**src/rtl/t4rf_pkg.sv**
```systemverilog
// Shared types, codes and constants of the tiled 4bpp rectangle fill block.
package t4rf_pkg;

    localparam int XY_W      = 11;
    localparam int COLOUR_W  = 4;
    localparam int RADDR_W   = 13;
    localparam int TYPE_W    = 3;
    localparam int WORD_W    = 32;
    localparam int CFG_W     = 6;
    localparam int CFG_IDX_W = 2;
    localparam int PIX_W     = 10;   // clipped pixel coordinate, up to 512
    localparam int COL_W     = 7;    // tile column / tile count, up to 64
    localparam int MUL_W     = COL_W + PIX_W;

    typedef logic signed [XY_W:0] t_coord;
    typedef logic [TYPE_W-1:0]    t_req_type;
    typedef logic [2:0]           t_seg;

    localparam t_req_type REQ_READ    = 3'd0;
    localparam t_req_type REQ_FILL    = 3'd1;
    localparam t_req_type REQ_OUTLINE = 3'd2;
    localparam t_req_type REQ_HLINE   = 3'd3;
    localparam t_req_type REQ_VLINE   = 3'd4;

    localparam logic [CFG_IDX_W-1:0] CFG_WIDTH_IDX  = 2'd0;
    localparam logic [CFG_IDX_W-1:0] CFG_HEIGHT_IDX = 2'd1;
    localparam logic [CFG_W-1:0]     CFG_WIDTH_RST  = 6'd32;
    localparam logic [CFG_W-1:0]     CFG_HEIGHT_RST = 6'd24;

    // Rectangle segments: whole fill, horizontal edge on top/bottom row,
    // vertical edge on left/right column.
    localparam t_seg SEG_FILL    = 3'd0;
    localparam t_seg SEG_H_TOP   = 3'd1;
    localparam t_seg SEG_H_BOT   = 3'd2;
    localparam t_seg SEG_V_LEFT  = 3'd3;
    localparam t_seg SEG_V_RIGHT = 3'd4;

    typedef struct packed {
        logic capture;
        logic clr_step;
        logic seg_setup;
        t_seg seg_code;
        logic base_load;
        logic step;
        logic rd_issue;
        logic rd_capture;
        logic out_load;
    } t_ctl_cmd;

    typedef struct packed {
        logic clr_last;
        logic empty;
        logic last_word;
        logic out_free;
    } t_ctl_sts;

endpackage

```
**src/rtl/t4rf_ctrl.sv**
```systemverilog
// Controller: clear pass, request decode, segment sequencing and result hand-off.
module t4rf_ctrl import t4rf_pkg::*; (
    input  logic      i_clk,
    input  logic      i_rst_n,
    input  logic      i_req_valid,
    output logic      o_req_ready,
    input  t_req_type i_req_type,
    output t_ctl_cmd  o_cmd,
    input  t_ctl_sts  i_sts
);

    localparam logic [3:0] S_CLEAR    = 4'd0;
    localparam logic [3:0] S_IDLE     = 4'd1;
    localparam logic [3:0] S_SEG      = 4'd2;
    localparam logic [3:0] S_BASE     = 4'd3;
    localparam logic [3:0] S_RUN      = 4'd4;
    localparam logic [3:0] S_DRAIN    = 4'd5;
    localparam logic [3:0] S_RD_ISSUE = 4'd6;
    localparam logic [3:0] S_RD_WAIT  = 4'd7;
    localparam logic [3:0] S_RESP     = 4'd8;

    logic [3:0] r_state, n_state;
    t_seg       r_seg, n_seg;
    logic       r_outline, n_outline;
    logic       more_seg;
    t_seg       seg_after;

    // Outline order: left, right, top, bottom.
    always_comb begin
        case (r_seg)
            SEG_V_LEFT:  seg_after = SEG_V_RIGHT;
            SEG_V_RIGHT: seg_after = SEG_H_TOP;
            default:     seg_after = SEG_H_BOT;
        endcase
    end

    assign more_seg = r_outline && (r_seg != SEG_H_BOT);

    always_comb begin
        n_state   = r_state;
        n_seg     = r_seg;
        n_outline = r_outline;
        o_cmd          = '0;
        o_cmd.seg_code = r_seg;
        case (r_state)
            S_CLEAR: begin
                o_cmd.clr_step = 1'b1;
                if (i_sts.clr_last) begin
                    n_state = S_IDLE;
                end
            end
            S_IDLE: begin
                if (i_req_valid) begin
                    o_cmd.capture = 1'b1;
                    n_outline     = 1'b0;
                    case (i_req_type)
                        REQ_READ: n_state = S_RD_ISSUE;
                        REQ_FILL: begin
                            n_seg   = SEG_FILL;
                            n_state = S_SEG;
                        end
                        REQ_OUTLINE: begin
                            n_seg     = SEG_V_LEFT;
                            n_outline = 1'b1;
                            n_state   = S_SEG;
                        end
                        REQ_HLINE: begin
                            n_seg   = SEG_H_TOP;
                            n_state = S_SEG;
                        end
                        REQ_VLINE: begin
                            n_seg   = SEG_V_LEFT;
                            n_state = S_SEG;
                        end
                        default: n_state = S_RESP;
                    endcase
                end
            end
            S_SEG: begin
                o_cmd.seg_setup = 1'b1;
                n_state         = S_BASE;
            end
            S_BASE: begin
                o_cmd.base_load = 1'b1;
                if (!i_sts.empty) begin
                    n_state = S_RUN;
                end else if (more_seg) begin
                    n_seg   = seg_after;
                    n_state = S_SEG;
                end else begin
                    n_state = S_RESP;
                end
            end
            S_RUN: begin
                o_cmd.step = 1'b1;
                if (i_sts.last_word) begin
                    n_state = S_DRAIN;
                end
            end
            S_DRAIN: begin
                // last write of the segment lands this cycle
                if (more_seg) begin
                    n_seg   = seg_after;
                    n_state = S_SEG;
                end else begin
                    n_state = S_RESP;
                end
            end
            S_RD_ISSUE: begin
                o_cmd.rd_issue = 1'b1;
                n_state        = S_RD_WAIT;
            end
            S_RD_WAIT: begin
                o_cmd.rd_capture = 1'b1;
                n_state          = S_RESP;
            end
            S_RESP: begin
                if (i_sts.out_free) begin
                    o_cmd.out_load = 1'b1;
                    n_state        = S_IDLE;
                end
            end
            default: n_state = S_IDLE;
        endcase
    end

    always_ff @(posedge i_clk) begin
        if (!i_rst_n) begin
            r_state   <= S_CLEAR;
            r_seg     <= SEG_FILL;
            r_outline <= 1'b0;
        end else begin
            r_state   <= n_state;
            r_seg     <= n_seg;
            r_outline <= n_outline;
        end
    end

    assign o_req_ready = (r_state == S_IDLE);

endmodule

```
**config.mk**
```make
export PLATFORM = sky130hd
export DESIGN_NAME = t4rf_ctrl
export DESIGN_NICKNAME = d
export VERILOG_FILES = /design/src/rtl/t4rf_pkg.sv /design/src/rtl/t4rf_ctrl.sv
export SDC_FILE = /design/constraint.sdc
export NUM_CORES = 1
export LEC_CHECK = 0
export BUFFER_PORTS_ARGS = -buffer_cell sky130_fd_sc_hd__buf_4
export CAP_MARGIN = 20
export CORE_UTILIZATION = 52
export CTS_BUF_LIST = sky130_fd_sc_hd__clkbuf_8
export CTS_CLUSTER_SIZE = 20
export DETAILED_ROUTE_END_ITERATION = 6
export PLACE_DENSITY = 0.81
export SETUP_SLACK_MARGIN = 0.05
export SYNTH_ARGS = -nofsm -noshare
export SYNTH_HDL_FRONTEND = slang
export SYNTH_SLANG_ARGS = --single-unit
```
**constraint.sdc**
```tcl
create_clock -name i_clk -period 1.45 [get_ports i_clk]
set_input_delay 0.0725 -clock i_clk [delete_from_list [all_inputs] [get_ports i_clk]]
set_output_delay 0.0725 -clock i_clk [all_outputs]
set_load 0.1 [all_outputs]
```
==> results by group, run 1 <==
Run status
  – Outcome: aborted with a tool error
  – Last stage: 4_1_cts
  – Tool error: [ERROR DPL-0038] Utilization greater than 100%, impossible to legalize

Placed design
  – Port Buffers: 21
  – Final GP Congestion: 0.860
  – Placed inst area: 0.00105 mm2
  – DP Cell Count: 135
  – HPWL Detailed: 1.59 mm

Yosys
  – Most used DFF post-synth: dfxtp_1
  – Async SR Flop Fraction: 0%
  – Post-synth EDFFs: 0
  – Cells after Synth: 89
  – Synthesis-stage register bit count: 8
  – Synth top area share: 22.1%
  – Number of distinct library cells after synthesis: 44
  – Syn Std Cell Area: 724 um2
  – Ranking of synthesized cells by area: dfxtp_1 (22%), mux2i_1 (6.9%), nand2_1 (5.7%)
  – Synth area leader: dfxtp_1
  – Syn avg cell area: around 8 um2
  – Mapped Nets: 99
  – Yosys warnings: 0
  – Register area share after synthesis: approximately 22%

Floorplan
  – Io pins: 22
  – Starting Density: between 50% and 60%
  – Cell row count: 13
  – Die width: 39.3 um
  – Die height: 39.3 um

Clock network
  – Hold-fix buffer count after cts: 0
  – CTS sink count: 8
  – Clock Tree Buf Depth: 2
  – Num CTS Buffers: 3
  – Post-CTS setup buffer count: 8
  – CTS-repair resized insts: 37
  – Clock root buffer master: clkbuf_8
  – H-tree depth: 1
## metrics by stage
| step | setup TNS (ns) | util (%) | worst slack (ns) |
|---|---|---|---|
| 2_1_floorplan | -6.52 | - | -1.08 |
| 3_5_place_dp | 0 | 80.9 | 0.00338 |
| 3_3_place_gp | 0 | 80.9 | 0.0352 |
## Yosys cell counts, types with 2 or more instances
cell,count
dfxtp_1,8
nand3_1,3
nor2b_1,2
nand2_1,11
nor3_1,5
o21ai_1,3
inv_1,2
nor2_1,7
buf_2,4
and2_1,2
nand2b_1,5
mux2i_1,5
## cells by family after synthesis
| group | share of synthesized area (%) |
|---|---|
| XOR/XNOR | 3.46 |
| flip-flops | 22.1 |
| multiplexers | 6.91 |
| buffers and inverters | 5.35 |
| AO/OA/AOI/OAI | 20.2 |
| AND/OR/NAND/NOR | 42.0 |
==> run 2, diff against run 1 <==
==> config.mk (replaced) <==
export PLATFORM = sky130hd
export DESIGN_NAME = t4rf_ctrl
export DESIGN_NICKNAME = d
export VERILOG_FILES = /design/src/rtl/t4rf_pkg.sv /design/src/rtl/t4rf_ctrl.sv
export SDC_FILE = /design/constraint.sdc
export NUM_CORES = 1
export LEC_CHECK = 0
export BUFFER_PORTS_ARGS = -buffer_cell sky130_fd_sc_hd__buf_4
export CAP_MARGIN = 20
export CORE_AREA = 2 2 63 65
export DETAILED_ROUTE_END_ITERATION = 6
export DIE_AREA = 0 0 65 67
export PLACE_DENSITY_LB_ADDON = 0.15
export SYNTH_ARGS = -nofsm -noshare
export SYNTH_HDL_FRONTEND = slang
export SYNTH_SLANG_ARGS = --single-unit
==> run 2 against run 1 <==
  * The flow now finishes, with violations (setup timing)
  * Synthesized cell count is the same
  * Synthesized area stayed put
==> results by group, run 2 <==
Worst setup path
  – WP buf/inv: 2
  – Type of origin of the critical path: flop
  – R2R Path End: r_outline
  – Critical path peak fanout: 3
  – Reg2reg setup slack: 0 ns
  – WP data required: approximately 1.4 ns
  – Critical path's top delay family: simple AND/OR/NAND/NOR gates
  – Largest stage delay, worst path: 0.35 ns
  – Data arrival time of the worst path: 1.42 ns
  – Crit Path Category: flop to output pin
  – Slowest cell on crit path: dfxtp_4
  – Worst-path cell chain: buf_6 -> nor4b_4 -> and2_4 -> buf_12
  – CP endpoint kind: output pin
  – Worst-case reg-to-reg path depth: 6
  – RR Startpoint: r_state[2]

Detailed routing
  – # DRC: 0
  – Vias per cell: 4.59
  – Drt total wl: 2.20 mm
  – Initial DRC Count: 23
  – Routed len/inst: 12.2 um
  – Vias: 830
  – Final ANT Viol Nets: 0
  – DRT Pass-1 Iters: 5

STA
  – Slew margin rel.: 77.7%
  – FMAX: 669 MHz
  – Final hold violations: 0
  – Final setup viols: 2
  – Min Tclk post-route: roughly 1.5 ns
  – Crit share post-route: 103%
  – Slew Viols, Final: 0
  – RSZ-0062 raised after global routing: yes
  – Setup_tns: -0.0468 ns
  – Final setup margin: -0.0455 ns
  – Final Skew: between 0.004 and 0.005 ns
  – Min Hold Slack: 0.126 ns
  – Worst-Margin Slew: 0.334 ns

Cells and area
  – Diodes inserted: 0
  – Max reg flops: 4
  – Reg with most FFs: r_state
  – Layout cells sized above 1: between 50 and 60%
  – Final non-filler cell total: 181
  – Nets: 144
  – Most common cell after layout, fill and taps aside: buf_4
  – Most frequent cells in the layout: buf_4 (29), nand2_1 (11), buf_6 (11)
  – Largest regs: r_state (4), r_seg (3), r_outline (1)
  – Layout area overhead: 89.3%

Yosys
  – Register area share after synthesis: 22.1% (unchanged)
  – Synthesis-stage register bit count: 8 (unchanged)
  – Syn avg cell area: 8.14 um2 (unchanged)
  – Post-synth EDFFs: 0 (unchanged)
  – Most used DFF post-synth: dfxtp_1
  – Multiplexer area fraction after synthesis: 6.91% (unchanged)
  – Ranking of synthesized cells by area: dfxtp_1 (22%), mux2i_1 (6.9%), nand2_1 (5.7%)
  – Most common cell in the synthesized netlist: nand2_1
  – Number of distinct library cells after synthesis: 44 (unchanged)
  – Mapped Nets: 99 (unchanged)
  – Yosys warnings: 0 (unchanged)
  – Synth Area in XOR/XNOR: 3.45% (unchanged)
  – Post-Synth Adder-Cell Area: 0% (unchanged)
  – Synth area leader: dfxtp_1
  – Async SR Flop Fraction: 0% (unchanged)
  – Synth Area in Compound Gates: 20.2% (unchanged)
  – Main combinational cell family by area after synthesis: simple AND/OR/NAND/NOR gates
  – Post-synthesis simple-gate area fraction: 42.0% (unchanged)
  – Synth top area share: 22.1% (unchanged)
  – Cells after Synth: 89 (unchanged)
  – Post-synth top cells: nand2_1 (11), dfxtp_1 (8), nor2_1 (7)
  – Syn Std Cell Area: 724 um2 (unchanged)

Power
  – Reg power frac: 28.3%
  – LEAKAGE: between 0.5 and 0.6 nW
  – P_sw: 271 uW
  – Switching share of power: 33.5%
  – Clock Power Share: 35.6%
  – Comb pwr share: 36.1%
  – Maximum vdd drop: around 230 uV
  – Pwr dens: about 590 mW/mm2
  – P_int: 537 uW

Floorplan
  – Die width: 65 um (+65%)
  – Starting Density: 20.1% (-36 points)
  – Io pins: 22 (unchanged)
  – Die Area: 0.00436 mm2
  – Die height: 67 um (+70%)
  – Core box area: 0.00361 mm2
  – Cell row count: 22 (+9)

Placed design
  – Final GP Congestion: 0.816 (-5.1%)
  – Pre-CTS setup slack: -0.0290 ns (-0.0324 ns)
  – HPWL Detailed: 1.73 mm (+8.7%)
  – Port Buffers: 21 (unchanged)
  – DP Cell Count: 172 (+27%)

Clock network
  – H-tree depth: 1 (unchanged)
  – TritonCTS clock tree: built
  – Clock root buffer master: clkbuf_8
  – Clock Latency Late Sink: 0.23 ns
  – CTS sink count: 8 (unchanged)
  – Clock slew at reported path FFs: 0.05 ns
  – Clock Tree Buf Depth: 2 (unchanged)
  – Num CTS Buffers: 3 (unchanged)

GRT
  – Total grt overflow: 0
  – Vias in the first global route: 811
  – Largest net degree at the start of global routing: 13
  – Global-route wire length before repair: about 3.7 mm
  – Initial antenna violation count: 0
  – Total GRT Usage: between 10% and 20%

Hold path
  – Hold path depth: 3
  – WHS Endpoint: r_state[2]
  – Hold_sp: i_sts[1]
  – Worst hold path type: input pin to flop

Run status
  – Failing checks: setup timing
  – Outcome: complete, but fails checks

Flow run
  – Max-Cap Viols: 0
-- run 2: metal layers --
metal / vias up / track usage [%] / wire length, um
met3: 2 / 2.53 / 111
met2: 29 / 19.7 / 1070
met1: 378 / 13.3 / 989
met5: - / 0 / 0
met4: 0 / 5.59 / 27
li1: 421 / - / -
-- run 2: worst min-delay path, stage by stage --
cell	delay [ns]
buf_4	0.08
nand2b_1	0.10
a21boi_1	0.06
-- run 2: how the worst max path moves through the flow --
stage | start | end | slack, ns | cells after the start
3_3_place_gp | r_state[1] | o_cmd[10] | -0.04 | 4
6_report | r_state[2] | o_cmd[10] | -0.05 | 4
3_5_place_dp | r_state[2] | r_seg[2] | -0.03 | 4
2_1_floorplan | r_state[3] | r_outline | -1.08 | 5
4_1_cts | r_state[1] | o_cmd[10] | -0.05 | 4
5_1_grt | r_state[2] | o_cmd[10] | -0.1 | 4
-- run 2: layout make-up --
class | count | area, um2
repair buffers | 46 | 457
flip-flops and latches | 8 | 179
clock buffers | 4 | 45.0
well taps | 48 | 60.1
inverters | 2 | 7.51
fillers | 375 | 2230
multi-input cells | 73 | 623
-- run 2: stage by stage --
| step | util [%] | cell area [um2] | power [mW] |
|---|---|---|---|
| floorplan | - | 793 | 0.407 |
| CTS | 37.2 | 1340 | 0.819 |
| detailed placement | 31.1 | 1120 | 0.489 |
| global route | 38.0 | 1370 | 0.850 |
| finish | 38.0 | 1370 | 0.808 |
| global placement | 31.1 | 1120 | 0.489 |
-- run 2: what timing repair did --
| item | 4_1_cts | 5_1_grt |
|---|---|---|
| pin swaps | 4 | 7 |
| gates cloned | 0 | 0 |
| hold buffers | 0 | 0 |
| buffers inserted | 4 | 2 |
| gates resized for setup | 36 | 7 |
| setup endpoints to repair | 16 | 9 |
-- run 2: power groups by stage --
stage	Clock [mW]	Sequential, mW	Combinational, mW
final	0.287	0.229	0.291
after global placement	0	0.236	0.253
after detailed placement	0	0.236	0.253
after CTS	0.300	0.229	0.290
after global routing	0.310	0.230	0.310
after floorplan	0	0.248	0.158
-- run 2: cells by family after synthesis --
| kind of cell | after synthesis |
|---|---|
| XOR/XNOR | 2 |
| AND/OR/NAND/NOR | 49 |
| flip-flops | 8 |
| buffers and inverters | 8 |
| AO/OA/AOI/OAI | 17 |
| multiplexers | 5 |
Power figures use the tool's default switching activity.
==> run 3, diff against run 2 <==
==> constraint.sdc (replaced) <==
create_clock -name i_clk -period 1.8 [get_ports i_clk]
set_input_delay 0.09 -clock i_clk [delete_from_list [all_inputs] [get_ports i_clk]]
set_output_delay 0.09 -clock i_clk [all_outputs]
set_load 0.1 [all_outputs]
==> run 3 against run 2 <==
  * The flow now finishes without violations
  * Critical path depth fell by 1
  * Clock power fell by 25%
  * Flip-flop and latch count did not move
  * Total power fell by 27%
  * Combinational power fell by 38%
  * Cell count fell by 12%
  * Setup slack improved by 0.19 ns
  * Hold slack improved by 0.011 ns
  * Design area fell by 26%
  * Core utilization fell by 9.8 points
==> results by group, run 3 (synthesized netlist as in run 2, its figures left out) <==
Run status
  – Outcome: finished clean

GRT
  – Global-route wire length before repair: 3.37 mm (-9.5%)
  – Total grt overflow: 0 (unchanged)
  – Largest net degree at the start of global routing: 13 (unchanged)
  – Total GRT Usage: 10.0% (-1.4 points)
  – Vias in the first global route: 725 (-11%)
  – Initial antenna violation count: 0 (unchanged)

Clock network
  – Clock Tree Buf Depth: 2 (unchanged)
  – Clock root buffer master: clkbuf_8
  – Clock slew at reported path FFs: 0.04 ns (about the same)
  – CTS sink count: 8 (unchanged)
  – Clock Latency Late Sink: 0.22 ns (about the same)
  – Num CTS Buffers: 3 (unchanged)
  – H-tree depth: 1 (unchanged)
  – Post-CTS setup buffer count: 0 (-4)
  – TritonCTS clock tree: built
  – Hold-fix buffer count after cts: 0 (unchanged)

Detailed routing
  – Final ANT Viol Nets: 0 (unchanged)
  – # DRC: 0 (unchanged)
  – Vias per cell: 4.63 (+0.94%)
  – DRT Pass-1 Iters: 4 (-1)
  – Drt total wl: 1.92 mm (-13%)
  – Vias: 736 (-11%)
  – Initial DRC Count: 47 (+100%)
  – Routed len/inst: 12.1 um (-0.65%)

Floorplan
  – Core box area: 0.00361 mm2 (unchanged)
  – Die height: 67 um (unchanged)
  – Starting Density: 20.1% (unchanged)
  – Cell row count: 22 (unchanged)
  – Die width: 65 um (unchanged)
  – Die Area: 0.00436 mm2 (unchanged)
  – Io pins: 22 (unchanged)

Cells and area
  – Diodes inserted: 0 (unchanged)
  – Reg with most FFs: r_state
  – Layout cells sized above 1: 41.4% (-16 points)
  – Most common cell after layout, fill and taps aside: buf_4
  – Max reg flops: 4 (unchanged)
  – Core Util, Final: 28.2% (-9.8 points)
  – Layout fillers: 403 (+7.5%)
  – Most frequent cells in the layout: buf_4 (25), nand2_1 (11), nand2b_1 (5), mux2i_1 (5), dfxtp_1 (5)
  – Final non-filler cell total: 159 (-12%)
  – Nets: 123 (-15%)
  – Post-route cell area: 0.00102 mm2 (-26%)
  – Largest regs: r_state (4), r_seg (3), r_outline (1)
  – Layout area overhead: 40.6%

STA
  – Final hold violations: 0 (unchanged)
  – Slew margin rel.: 72.7% (-5.0 points)
  – Worst-Margin Slew: 0.409 ns (+0.0751 ns)
  – Min Tclk post-route: 1.66 ns
  – Final setup margin: 0.144 ns (+0.190 ns)
  – Final Skew: 0.000627 ns (-0.00417 ns)
  – RSZ-0062 raised after global routing: no
  – Crit share post-route: 92.0%
  – FMAX: 604 MHz
  – Slew Viols, Final: 0 (unchanged)
  – Final setup viols: 0 (-2)

Hold path
  – Worst hold path type: input pin to flop
  – Hold path depth: 3 (unchanged)
  – WHS Endpoint: r_state[2]
  – Hold_sp: i_sts[1]

Worst setup path
  – Reg2reg setup slack: 0.29 ns (+0.29 ns)
  – Data arrival time of the worst path: 1.57 ns (+0.15 ns)
  – Type of origin of the critical path: flop
  – CP endpoint kind: output pin
  – Worst-case reg-to-reg path depth: 4 (-2)
  – WP data required: 1.71 ns (+0.33 ns)
  – RR Startpoint: r_state[3]
  – Crit Path Category: flop to output pin
  – Critical path peak fanout: 10 (+7)
  – R2R Path End: r_seg[2]

Power
  – Reg power frac: 32.6% (+4.3 points)
  – Pwr dens: 577 mW/mm2 (-2.1%)
  – P_sw: 197 uW (-27%)
  – Clock Power Share: 36.6% (+1.0 points)
  – LEAKAGE: 0.379 nW (-29%)
  – Maximum vdd drop: 165 uV (-28%)
  – P_int: 391 uW (-27%)
  – Switching share of power: 33.5% (about the same)
  – Comb pwr share: 30.9% (-5.2 points)

Placed design
  – HPWL Detailed: 1.56 mm (-9.9%)
  – Port Buffers: 21 (unchanged)
  – Placed inst area: 975 um2 (-13%)
  – DP Cell Count: 156 (-9.3%)
  – Final GP Congestion: 0.770 (-5.6%)
  – Pre-CTS setup slack: 0.155 ns (+0.184 ns)

Flow run
  – Max-Cap Viols: 0 (unchanged)
## run 3: cell count changes in the layout (fill, tap and decap cells not counted), sizes merged
| cell | previous run | this run |
|---|---|---|
| buf | 46 | 25 |
| clkbuf | 4 | 3 |
## run 3: what timing repair did
action                                  in CTS  in global routing
endpoints found under the setup margin       0                  6
resized for setup                            0                  2
hold endpoints to repair                     0                  0
## run 3: worst max-delay path, stage by stage (launching register included)
cell	delay, ns
dfxtp_1	0.42
nor4b_4	0.41
and2_4	0.23
buf_4	0.28
## run 3: metrics by stage
step	total power, mW	TNS, ns	hold WS (ns)
after detailed placement	0.376	0	0.389
after global routing	0.621	0	0.165
final	0.587	0	0.137
after global placement	0.378	0	0.382
after CTS	0.594	0	0.154
after floorplan	0.328	-3.25	0.250
## run 3: worst max path at each step
stage / from / endpoint / cells past startpoint
6_report: r_state[3] / o_cmd[10] / 3
5_1_grt: r_state[3] / o_cmd[10] / 3
4_1_cts: r_state[1] / o_cmd[8] / 3
3_5_place_dp: r_state[2] / r_seg[1] / 4
3_3_place_gp: r_state[1] / r_seg[0] / 4
2_1_floorplan: r_state[3] / r_outline / 5
## run 3: layout make-up
cell class                 instances  area, um2  area share (%)
sequential                         8        164            16.1
timing repair buffer              25        188            18.4
tap                               48       60.1            5.90
inverter                           2       7.51           0.737
multi-input combinational         73        558            54.8
clock buffer                       3       41.3            4.05
## run 3: power groups by stage
| stage | Clock, mW | Combinational (mW) | Sequential (mW) |
|---|---|---|---|
| 5_1_grt | 0.235 | 0.194 | 0.192 |
| 3_5_place_dp | 0 | 0.182 | 0.194 |
| 4_1_cts | 0.220 | 0.182 | 0.191 |
| 3_3_place_gp | 0 | 0.184 | 0.194 |
| 2_1_floorplan | 0 | 0.126 | 0.202 |
| 6_report | 0.215 | 0.181 | 0.191 |
## run 3: per-layer routing
layer / part of all wire, % / vias up / GRT usage (%)
li1: - / 375 / -
met1: 47 / 338 / 13.0
met2: 49 / 19 / 15.6
met3: 3.2 / 4 / 1.86
met4: 0.52 / 0 / 5.32
met5: 0 / - / 0
